## config.mk

```make
export PLATFORM = sky130hd
export DESIGN_NAME = rtc_date_set_frame_builder_unit_flat
export DESIGN_NICKNAME = d
export VERILOG_FILES = /design/src/hw/rtl/rtcdsf_pkg.sv /design/src/hw/rtl/rtcdsf_date_if.sv /design/src/hw/rtl/rtcdsf_frame_if.sv /design/src/hw/rtl/rtcdsf_ctrl.sv /design/src/hw/rtl/rtcdsf_datapath.sv /design/src/hw/rtl/rtc_date_set_frame_builder_unit.sv /design/src/flat_wrapper.sv
export SDC_FILE = /design/constraint.sdc
export NUM_CORES = 1
export LEC_CHECK = 0
export ABC_CLOCK_PERIOD_IN_PS = 6200
export BUFFER_PORTS_ARGS = -buffer_cell sky130_fd_sc_hd__buf_4
export CELL_PAD_IN_SITES_DETAIL_PLACEMENT = 0
export CELL_PAD_IN_SITES_GLOBAL_PLACEMENT = 1
export CORE_MARGIN = 4
export CORE_UTILIZATION = 35
export CTS_BUF_LIST = sky130_fd_sc_hd__clkbuf_8 sky130_fd_sc_hd__clkbuf_16
export DETAILED_ROUTE_END_ITERATION = 10
export PLACE_DENSITY_LB_ADDON = 0.1
export SYNTH_ARGS = -nofsm -noshare
export SYNTH_HDL_FRONTEND = slang
export SYNTH_SLANG_ARGS = --single-unit
```

## constraint.sdc

```tcl
create_clock -name clk -period 6.2 [get_ports clk]
set_clock_uncertainty 0.15 [all_clocks]
set_input_delay 1.24 -clock clk [delete_from_list [all_inputs] [get_ports clk]]
set_output_delay 1.24 -clock clk [all_outputs]
set_load 0.02 [all_outputs]
```

## src/hw/rtl/rtcdsf_pkg.sv

```systemverilog
// ----------------------------------------------------------------------------
// rtcdsf_pkg
// Shared types, codes and calendar tables for the RTC date-set frame builder.
// ----------------------------------------------------------------------------
package rtcdsf_pkg;

  // Byte selection codes: frame positions, then the two error results
  localparam logic [3:0] SEL_ADDR   = 4'd0;
  localparam logic [3:0] SEL_SEC    = 4'd1;
  localparam logic [3:0] SEL_MIN    = 4'd2;
  localparam logic [3:0] SEL_HOUR   = 4'd3;
  localparam logic [3:0] SEL_WDAY   = 4'd4;
  localparam logic [3:0] SEL_DAY    = 4'd5;
  localparam logic [3:0] SEL_MON    = 4'd6;
  localparam logic [3:0] SEL_YEAR   = 4'd7;
  localparam logic [3:0] SEL_CTRL   = 4'd8;
  localparam logic [3:0] SEL_RANGE  = 4'd9;
  localparam logic [3:0] SEL_LEN    = 4'd10;

  // Result status codes
  localparam logic [1:0] ST_OK        = 2'd0;
  localparam logic [1:0] ST_RANGE_ERR = 2'd1;
  localparam logic [1:0] ST_LEN_ERR   = 2'd2;

  // Fixed frame bytes
  localparam logic [7:0] ADDR_BYTE = 8'h00;
  localparam logic [7:0] CTRL_BYTE = 8'h00;

  // Field limits
  localparam logic [7:0] MAX_SEC  = 8'd59;
  localparam logic [7:0] MAX_MIN  = 8'd59;
  localparam logic [7:0] MAX_HOUR = 8'd23;
  localparam logic [7:0] MAX_DAY  = 8'd31;
  localparam logic [7:0] MAX_MON  = 8'd12;
  localparam logic [7:0] MAX_YEAR = 8'd99;

  // Commands from the controller to the datapath
  typedef struct packed {
    logic       capture;
    logic       check;
    logic       wday;
    logic       load;
    logic [3:0] sel;
  } cmd_t;

  // Status from the datapath to the controller
  typedef struct packed {
    logic range_err;
    logic len_err;
    logic last;
  } stat_t;

  // Days in month, indexed from January as 0 (non-leap year)
  function automatic logic [4:0] month_len(input logic [3:0] idx);
    logic [4:0] len;
    unique case (idx)
      4'd1:                      len = 5'd28;
      4'd3, 4'd5, 4'd8, 4'd10:   len = 5'd30;
      default:                   len = 5'd31;
    endcase
    return len;
  endfunction

  // Days before the month, modulo 7, indexed from January as 0
  function automatic logic [2:0] cum_mod7(input logic [3:0] idx);
    logic [2:0] r;
    unique case (idx)
      4'd1, 4'd2, 4'd10:  r = 3'd3;
      4'd3, 4'd6:         r = 3'd6;
      4'd4:               r = 3'd1;
      4'd5:               r = 3'd4;
      4'd7:               r = 3'd2;
      4'd8, 4'd11:        r = 3'd5;
      default:            r = 3'd0;
    endcase
    return r;
  endfunction

  // Two-digit BCD of a value 0..99: tens by reciprocal multiply (205 / 2048)
  function automatic logic [7:0] to_bcd(input logic [6:0] v);
    logic [14:0] prod;
    logic [3:0]  tens;
    logic [6:0]  ones;
    prod = {8'd0, v} * 15'd205;
    tens = prod[14:11];
    ones = v - ({3'd0, tens} * 7'd10);
    return {tens, ones[3:0]};
  endfunction

endpackage

```

## src/hw/rtl/rtcdsf_date_if.sv

```systemverilog
// ----------------------------------------------------------------------------
// rtcdsf_date_if
// Valid/ready channel carrying one calendar date and time.
// ----------------------------------------------------------------------------
interface rtcdsf_date_if;
  logic       valid;
  logic       ready;
  logic [7:0] year_in;
  logic [7:0] month_in;
  logic [7:0] day_in;
  logic [7:0] hour_in;
  logic [7:0] minute_in;
  logic [7:0] second_in;

  modport source (
    output valid, year_in, month_in, day_in, hour_in, minute_in, second_in,
    input  ready
  );
  modport sink (
    input  valid, year_in, month_in, day_in, hour_in, minute_in, second_in,
    output ready
  );
endinterface

```

## src/hw/rtl/rtcdsf_frame_if.sv

```systemverilog
// ----------------------------------------------------------------------------
// rtcdsf_frame_if
// Valid/ready channel carrying one frame byte with its status and last mark.
// ----------------------------------------------------------------------------
interface rtcdsf_frame_if;
  logic       valid;
  logic       ready;
  logic [7:0] frame_byte;
  logic [1:0] status;
  logic       last_byte;

  modport source (
    output valid, frame_byte, status, last_byte,
    input  ready
  );
  modport sink (
    input  valid, frame_byte, status, last_byte,
    output ready
  );
endinterface

```

## src/hw/rtl/rtcdsf_ctrl.sv

```systemverilog
// ----------------------------------------------------------------------------
// rtcdsf_ctrl
// Controller: sequences capture, checking, weekday and the byte run.
// ----------------------------------------------------------------------------
module rtcdsf_ctrl (
  input  logic                clk,
  input  logic                rst,
  input  logic                in_valid,
  output logic                in_ready,
  output logic                out_valid,
  input  logic                out_ready,
  output rtcdsf_pkg::cmd_t    cmd,
  input  rtcdsf_pkg::stat_t   stat
);
  import rtcdsf_pkg::*;

  localparam logic [1:0] S_IDLE   = 2'd0;
  localparam logic [1:0] S_CHECK  = 2'd1;
  localparam logic [1:0] S_DECIDE = 2'd2;
  localparam logic [1:0] S_EMIT   = 2'd3;

  logic [1:0] state, state_next;
  logic [3:0] cnt, cnt_next;

  // Hold state and byte count
  always_ff @(posedge clk) begin
    if (rst) begin
      state <= S_IDLE;
      cnt   <= 4'd0;
    end else begin
      state <= state_next;
      cnt   <= cnt_next;
    end
  end

  // Decode state into commands and handshakes
  always_comb begin
    state_next  = state;
    cnt_next    = cnt;
    in_ready    = 1'b0;
    out_valid   = 1'b0;
    cmd         = '0;
    unique case (state)
      S_IDLE: begin
        in_ready = 1'b1;
        if (in_valid) begin
          cmd.capture = 1'b1;
          state_next  = S_CHECK;
        end
      end
      S_CHECK: begin
        cmd.check  = 1'b1;
        state_next = S_DECIDE;
      end
      S_DECIDE: begin
        cmd.wday = 1'b1;
        cmd.load = 1'b1;
        cnt_next = 4'd0;
        priority if (stat.range_err) begin
          cmd.sel = SEL_RANGE;
        end else if (stat.len_err) begin
          cmd.sel = SEL_LEN;
        end else begin
          cmd.sel = SEL_ADDR;
        end
        state_next = S_EMIT;
      end
      S_EMIT: begin
        out_valid = 1'b1;
        if (out_ready) begin
          if (stat.last) begin
            state_next = S_IDLE;
          end else begin
            cmd.load = 1'b1;
            cmd.sel  = cnt + 4'd1;
            cnt_next = cnt + 4'd1;
          end
        end
      end
      default: state_next = S_IDLE;
    endcase
  end

endmodule

```

## src/hw/rtl/rtcdsf_datapath.sv

```systemverilog
// ----------------------------------------------------------------------------
// rtcdsf_datapath
// Datapath: field registers, range and month-length checks, weekday and
// BCD output register.
// ----------------------------------------------------------------------------
module rtcdsf_datapath (
  input  logic              clk,
  input  logic [7:0]        year_in,
  input  logic [7:0]        month_in,
  input  logic [7:0]        day_in,
  input  logic [7:0]        hour_in,
  input  logic [7:0]        minute_in,
  input  logic [7:0]        second_in,
  input  rtcdsf_pkg::cmd_t  cmd,
  output rtcdsf_pkg::stat_t stat,
  output logic [7:0]        frame_byte,
  output logic [1:0]        status,
  output logic              last_byte
);
  import rtcdsf_pkg::*;

  logic [7:0] year, month, day, hour, minute, second;
  logic       range_err, len_err;
  logic [7:0] wsum;
  logic [2:0] wday;

  logic       range_bad;
  logic [3:0] mon_idx;
  logic       leap_year;
  logic [4:0] limit;
  logic [8:0] wsum_full;
  logic [13:0] wprod;
  logic [7:0] wrem;
  logic [2:0] wday_next;
  logic [7:0] byte_next;

  // Capture the date fields
  always_ff @(posedge clk) begin
    if (cmd.capture) begin
      year   <= year_in;
      month  <= month_in;
      day    <= day_in;
      hour   <= hour_in;
      minute <= minute_in;
      second <= second_in;
    end
  end

  // Range and month-length checks; weekday sum modulo-7 friendly
  // (365 is 1 mod 7, so whole years count as one day each)
  always_comb begin
    range_bad = (second > MAX_SEC) || (minute > MAX_MIN) || (hour > MAX_HOUR) ||
                (day == 8'd0) || (day > MAX_DAY) ||
                (month == 8'd0) || (month > MAX_MON) || (year > MAX_YEAR);
    mon_idx   = month[3:0] - 4'd1;
    leap_year = (year[1:0] == 2'd0);
    limit     = (mon_idx == 4'd1 && leap_year) ? 5'd29 : month_len(mon_idx);
    wsum_full = {1'b0, year} + {3'd0, 6'((year + 8'd3) >> 2)}
              + {6'd0, cum_mod7(mon_idx)}
              + {8'd0, (leap_year && month > 8'd2)}
              + {1'b0, day} + 9'd5;
  end

  always_ff @(posedge clk) begin
    if (cmd.check) begin
      range_err <= range_bad;
      len_err   <= (day > {3'd0, limit});
      wsum      <= wsum_full[7:0];
    end
  end

  // Reduce the weekday sum modulo 7: reciprocal estimate, one correction
  always_comb begin
    wprod = {6'd0, wsum} * 14'd36;
    wrem  = wsum - (wprod[13:8] * 8'd7);
    wday_next = (wrem >= 8'd7) ? 3'(wrem - 8'd7) : wrem[2:0];
  end

  always_ff @(posedge clk) begin
    if (cmd.wday) begin
      wday <= wday_next;
    end
  end

  // Select the next frame byte
  always_comb begin
    unique case (cmd.sel)
      SEL_ADDR: byte_next = ADDR_BYTE;
      SEL_SEC:  byte_next = to_bcd(second[6:0]);
      SEL_MIN:  byte_next = to_bcd(minute[6:0]);
      SEL_HOUR: byte_next = to_bcd(hour[6:0]);
      SEL_WDAY: byte_next = to_bcd({4'd0, wday_next});
      SEL_DAY:  byte_next = to_bcd(day[6:0]);
      SEL_MON:  byte_next = to_bcd(month[6:0]);
      SEL_YEAR: byte_next = to_bcd(year[6:0]);
      SEL_CTRL: byte_next = CTRL_BYTE;
      default:  byte_next = 8'h00;
    endcase
  end

  // Output register
  always_ff @(posedge clk) begin
    if (cmd.load) begin
      frame_byte <= (cmd.sel == SEL_WDAY) ? to_bcd({4'd0, wday}) : byte_next;
      status     <= (cmd.sel == SEL_RANGE) ? ST_RANGE_ERR :
                    (cmd.sel == SEL_LEN)   ? ST_LEN_ERR   : ST_OK;
      last_byte  <= (cmd.sel == SEL_CTRL) || (cmd.sel == SEL_RANGE) ||
                    (cmd.sel == SEL_LEN);
    end
  end

  assign stat.range_err = range_err;
  assign stat.len_err   = len_err;
  assign stat.last      = last_byte;

endmodule

```

## src/hw/rtl/rtc_date_set_frame_builder_unit.sv

```systemverilog
// ----------------------------------------------------------------------------
// rtc_date_set_frame_builder_unit
// Checks a calendar date and time and builds the nine-byte BCD date-set
// frame for a real-time clock, or one status result for a bad date.
// ----------------------------------------------------------------------------
//  channel  dir  handshake     payload
//  date     in   valid/ready   year_in, month_in, day_in, hour_in,
//                              minute_in, second_in
//  frame    out  valid/ready   frame_byte, status, last_byte
//
//  One item at a time: capture, check and weekday run as steps in that order,
//  then the result run leaves one byte a cycle while frame.ready is high. A
//  good date gives 9 bytes, a bad one gives 1 result.
//  Stalls on frame.ready hold the current byte; date.ready is high only
//  while no item is in progress. Synchronous reset returns to idle.
// ----------------------------------------------------------------------------
module rtc_date_set_frame_builder_unit (
  input  logic                  clk,
  input  logic                  rst,
  rtcdsf_date_if.sink           date,
  rtcdsf_frame_if.source        frame
);
  import rtcdsf_pkg::*;

  cmd_t       cmd;
  stat_t      stat;
  logic [7:0] frame_byte;
  logic [1:0] status;
  logic       last_byte;

  rtcdsf_ctrl u_ctrl (
    .clk       (clk),
    .rst       (rst),
    .in_valid  (date.valid),
    .in_ready  (date.ready),
    .out_valid (frame.valid),
    .out_ready (frame.ready),
    .cmd       (cmd),
    .stat      (stat)
  );

  rtcdsf_datapath u_datapath (
    .clk        (clk),
    .year_in    (date.year_in),
    .month_in   (date.month_in),
    .day_in     (date.day_in),
    .hour_in    (date.hour_in),
    .minute_in  (date.minute_in),
    .second_in  (date.second_in),
    .cmd        (cmd),
    .stat       (stat),
    .frame_byte (frame_byte),
    .status     (status),
    .last_byte  (last_byte)
  );

  // Drive the result channel payload
  assign frame.frame_byte = frame_byte;
  assign frame.status     = status;
  assign frame.last_byte  = last_byte;

endmodule
```

## src/flat_wrapper.sv

```systemverilog
// flat-port wrapper written by rule: the top's interface ports become plain ports
module rtc_date_set_frame_builder_unit_flat import rtcdsf_pkg::*;
  (clk, rst, date_valid, date_year_in, date_month_in, date_day_in, date_hour_in, date_minute_in, date_second_in, date_ready, frame_valid, frame_frame_byte, frame_status, frame_last_byte, frame_ready);
  rtcdsf_date_if date_i ();
  rtcdsf_frame_if frame_i ();
  input  logic clk;
  input  logic rst;
  input wire logic [$bits(date_i.valid)-1:0] date_valid;
  input wire logic [$bits(date_i.year_in)-1:0] date_year_in;
  input wire logic [$bits(date_i.month_in)-1:0] date_month_in;
  input wire logic [$bits(date_i.day_in)-1:0] date_day_in;
  input wire logic [$bits(date_i.hour_in)-1:0] date_hour_in;
  input wire logic [$bits(date_i.minute_in)-1:0] date_minute_in;
  input wire logic [$bits(date_i.second_in)-1:0] date_second_in;
  output wire logic [$bits(date_i.ready)-1:0] date_ready;
  output wire logic [$bits(frame_i.valid)-1:0] frame_valid;
  output wire logic [$bits(frame_i.frame_byte)-1:0] frame_frame_byte;
  output wire logic [$bits(frame_i.status)-1:0] frame_status;
  output wire logic [$bits(frame_i.last_byte)-1:0] frame_last_byte;
  input wire logic [$bits(frame_i.ready)-1:0] frame_ready;
  assign date_i.valid = date_valid;
  assign date_i.year_in = date_year_in;
  assign date_i.month_in = date_month_in;
  assign date_i.day_in = date_day_in;
  assign date_i.hour_in = date_hour_in;
  assign date_i.minute_in = date_minute_in;
  assign date_i.second_in = date_second_in;
  assign date_ready = date_i.ready;
  assign frame_valid = frame_i.valid;
  assign frame_frame_byte = frame_i.frame_byte;
  assign frame_status = frame_i.status;
  assign frame_last_byte = frame_i.last_byte;
  assign frame_i.ready = frame_ready;
  rtc_date_set_frame_builder_unit u_core (.clk(clk), .rst(rst), .date(date_i), .frame(frame_i));
endmodule
```

# Word-level counts from Yosys, hierarchy flattened
# Memories as Yosys holds them, arrays and structs flattened.
# Cells that the tools add are included.
# W data, S select, Z words.
# op_classes
add_sub_neg	16
n_mul	14
order_cmp	9
eq_ne	22
mux	24
reduce_logical	19
# ops
cell	count
$mul A7 B8 Y15 const B	6
$pmux W8 S6	1
$mul A4 B3 Y3 const B	6
$sub A4 B4 Y4	6
$eq A4 B3 Y1 const B	5
$eq A4 B4 Y1 const B	5
$gt A8 B5 Y1 const B	2
$gt A8 B6 Y1 const B	2
$logic_not A8 Y1	2
$mux W4	4
$mux W5	3
$eq A4 B2 Y1 const B	3
$mul A8 B4 Y12 const B	1
$pmux W5 S2	1
$logic_or A1 B1 Y1	9
$add A8 B1 Y8	1
$add A8 B2 Y8 const B	1
$add A8 B3 Y8	1
$add A8 B3 Y8 const B	1
$add A8 B6 Y8	1
$add A8 B8 Y8	1
$eq A4 B1 Y1 const B	2
$ge A8 B3 Y1 const B	1
$gt A8 B2 Y1 const B	1
22 further kinds	38
# totals
reg_bits	78
rom_bits	48
input_bits	52
out_inout_bits	13
wordCells	121
n_memories	1
# memory_table
memory	words	width	read_ports	rd_clocked_by_memory_dff	wr	line	rtl
(name not given)	16	3	1	0	0	rtcdsf_pkg.sv:67	unique case (idx)

# Depth between registers and ports, before layout
# depth
depth_word	8
depth_mapped	21
depth_no_buf	21

# Modules after synthesis
# Synthesis repeated with hierarchy kept, for this count alone.
# unflattened
hier_cells	1054
hier_area_um2	10782.8
# by_module_without_submodules
module	instances	cells_each	area_per_inst_um2	seq_area_each_um2
rtcdsf_datapath	1	1002	10338.7	2162.1
rtcdsf_ctrl	1	52	444.2	120.1

# Worst setup path after synthesis
# Ideal clock, no wire load.
# synth_path
path_kind	reg-to-reg
start	register u_core.u_datapath.wsum[6]
end	register u_core.u_datapath.wday[1] (data pin)
setup_ns	0.260
arrival_time_ns	4.665
slack_ns	1.124
path_stages_with_launch	19
period_less_slack_ns	5.076
path_cell_list	edfxtp_1 ha_1 ha_1 nor3_1 a211oi_2 and2_1 o21ai_0 nor2_1 nor2_1 inv_1 fa_1 fa_1 inv_1 ha_1 a21oi_1 o21ai_1 or3_1 a221o_1 mux2_4
# synth_between
elab_chain_cells	5
word_cells_on_any_way	6
# synth_rtl
item	line	rtl
start: declaration	rtcdsf_datapath.sv:24	logic [7:0] wsum;
start signal: assignment	rtcdsf_datapath.sv:68	wsum <= wsum_full[7:0];
$mul A8 B4 Y12	rtcdsf_datapath.sv:74	wprod = {6'd0, wsum} * 14'd36;
$mul A6 B3 Y8	rtcdsf_datapath.sv:75	wrem = wsum - (wprod[13:8] * 8'd7);
$sub A8 B8 Y8 *	rtcdsf_datapath.sv:75	
$ge A8 B3 Y1 / $sub A3 B3 Y3 (equally long branches)	rtcdsf_datapath.sv:76	wday_next = (wrem >= 8'd7) ? 3'(wrem - 8'd7) : wrem[2:0];
$mux W3 *	rtcdsf_datapath.sv:76	
via u_core.u_datapath.wday_next[1]	rtcdsf_datapath.sv:34	logic [2:0] wday_next;
end signal: assignment	rtcdsf_datapath.sv:81	wday <= wday_next;
end: declaration	rtcdsf_datapath.sv:25	logic [2:0] wday;
# The timed path passes the listed nets; every way through them passes the cells marked *.
# A chain may end at the register's enable or synchronous reset.

# Worst setup path in the final report
# Same ends and word-level chain as after synthesis.

==> impl_metrics.yaml <==
grt:
  grt_max_degree: 49
  gr-usage-all-layers_pct: 15.4
  grt_pass1_vias: 7729
  antenna_found_initial: 0
  globalRouteOverflowTotal: 0
  grt_pass1_wl_um: 40600
worst_setup_path:
  worstRegToRegCells: 18
  critPathArrivalTime_ps: 5360
  required_ps: 6170
  critPathKind: "flop to flop"
  crit_buf_inv: 2
  cp_max_fo: 6
  critPathTopFamily: "adder cells"
  cp-end-kind: "flop"
  startpoint_type: "flop"
  crit_top_cell: "ha_1"
  critPathSlowestCell: "fa_1"
  cp_cell_sequence: "ha_1 > ha_1 > nor3_1 > a211oi_2 > and2_1 > o21ai_0 > nor2_1 > nor2_1 > inv_1 > fa_1 > fa_1 > inv_1 > ha_1 > a21oi_1 > o21ai_1 > or3_1 > a221o_1 > mux2_4"
  worst_path_largest_cell_delay_ps: 510
  cp.depth: 18
timing:
  setup_tns_ps: 0
  rsz0062_at_grt: "no"
  setup_viol: 0
  hold_viol: 0
  period_share_pct: 86.9
  slew_headroom_pct: 46.7
  slew_violations: 0
  tightest_slew_ps: 793
  max_freq_mhz: 186
  finalCriticalPeriod_ps: 5390
cells_and_area:
  final_nets: 1548
  layout-drive-gt1-share_pct: 8.10
  instances_no_fill: 1538
  final_common_cell: "ha_1"
  final_cell_mix: "284 x ha_1, 223 x inv_1, 72 x edfxtp_1, 69 x fa_1, 68 x buf_4"
  diodes: 0
  syn2layout_area_growth_pct: 11.9
  fillers: 3050
logic_synthesis:
  syn_nets: 1474
  synthFlopType: "edfxtp_1"
  ys_seq_elements: 78
  netlist_area_mm2: 0.0107
  synth_cells: 1069
  ys_warn_count: 0
  ys_seq_area_share_pct: 21.3
  synth_cell_type_count: 64
  synth_edf_count: 72
  postSynthAreaPerCell_um2: 10.0
  postSynth.asyncResetShare_pct: 0
drt:
  drt-wirelength-per-cell_um: 15.9
  routed_wl_um: 24400
  drc: 0
  vias: 7415
  drt-pass1-iter-count: 6
  drt-initial-drc-count: 303
  ant_nets: 0
  via_per_inst: 4.82
place:
  gp_congestion: 0.787
  post-dp-hpwl_um: 20800
  dp.cells: 1522
  port_buffers: 64
cts:
  cts_resized: 0
  insertion_delay_ps: 370
  postCtsSetupBuffers: 0
  ctsLongestPathBuffers: 2
  clock_sinks: 78
  clk_pin_slew_worst_paths_ps: 70
  ctsHoldBuffers: 0
  cts_buffers: 9
  cts_tree: "yes"
  clock-root-buffer: "clkbuf_16"
  h-tree-depth: 3
floorplanning:
  die_h_um: 183
  core-area_mm2: 0.0300
  io_pins: 65
  die_x_um: 183
  rows: 63
  initial_core_util_pct: 35.8
  dieArea_mm2: 0.0335
run_status:
  status: "completed"
worst_hold_path:
  hp-class: "flop to flop"
  hold_depth: 2
flow_run:
  cap_viol_max_count: 0
Yosys cell counts, types with 11 or more instances:
cell type,instances,share of area (%)
edfxtp_1,72,20
inv_1,223,7.8
ha_1,284,33
nand2_1,41,1.4
a21oi_1,46,2.1
o21ai_0,21,0.98
nor2_1,45,1.6
nor3_1,17,0.79
xnor2_1,53,4.3
a21o_1,11,0.77
xor2_1,23,1.9
fa_1,69,13
nand3_1,17,0.79
path summary, 6_finish.rpt:
check | start | to | slack (ps)
setup / recovery | u_core.u_datapath.wsum[6]$_DFFE_PN_ | u_core.u_datapath.wday[1]$_DFFE_PP_ | 810
hold / removal | u_core.u_ctrl.cnt[1]$_SDFFE_PP0P_ | u_core.u_ctrl.cnt[1]$_SDFFE_PP0P_ | 330
setup reg to reg | u_core.u_datapath.wsum[6]$_DFFE_PN_ | u_core.u_datapath.wday[1]$_DFFE_PP_ | 810
hold reg to reg | u_core.u_ctrl.cnt[1]$_SDFFE_PP0P_ | u_core.u_ctrl.cnt[1]$_SDFFE_PP0P_ | 330
final cells by class:
class	count	area, um2	share of cell area (%)
flip-flops and latches	78	2280	19.0
clock buffers	9	225	1.88
repair buffers	68	510	4.26
multi-input cells	763	7580	63.2
inverters	223	837	6.98
well taps	390	488	4.07
clock inverters	7	72.6	0.605
registers in the layout (all words and copies together), names as in the netlist:
name	cells
u_core.u_ctrl.state	2
u_core.u_datapath.wday	3
u_core.u_datapath.month	8
u_core.u_datapath.minute	8
u_core.u_datapath.year	8
u_core.u_datapath.status	2
u_core.u_datapath.second	8
u_core.u_datapath.range_err	1
u_core.u_datapath.hour	8
u_core.u_datapath.day	8
u_core.u_datapath.len_err	1
u_core.u_ctrl.cnt	4
u_core.u_datapath.frame_byte	8
u_core.u_datapath.last_byte	1
u_core.u_datapath.wsum	8
per-layer routing:
layer  up-vias  part of all wire (%)  track usage, %
met5         -                     0               0
met4         0                   1.0            3.40
met3        15                   3.3            2.44
met2        84                    45            24.7
met1      3502                    51            22.1
li1       3814                     -               -
worst min-delay path: stages (launching register included):
cell and delay (ps):
dfxtp_1 330, nand2_1 60, a21oi_1 50
logic make-up (layout without fill, tap and decap cells):
kind of cell             count (synthesis)  after routing  synth area share (%)
adder cells (fa/ha/maj)                353            353                  46.1
buffers and inverters                  228            307                  7.99
AND/OR/NAND/NOR                        173            173                  7.86
AO/OA/AOI/OAI                          156            156                  9.89
XOR/XNOR                                78             78                  6.57
flip-flops                              78             78                  21.3
multiplexers                             3              3                 0.327
stage by stage:
| stage | cell area [um2] | utilization (%) | hold WS [ps] | setup slack (ps) |
|---|---|---|---|---|
| 4_1_cts | 12000 | 40.0 | 330 | 774 |
| 3_5_place_dp | 11700 | 39.0 | 319 | 775 |
| 3_3_place_gp | 11700 | 39.0 | 315 | 816 |
| 2_1_floorplan | 10700 | - | 298 | 1120 |
| 6_report | 12000 | 40.0 | 328 | 811 |
| 5_1_grt | 12000 | 40.0 | 358 | 420 |
Power is not shown: default switching activity piles up to over one toggle a cycle in this logic, so the estimate is an artifact.
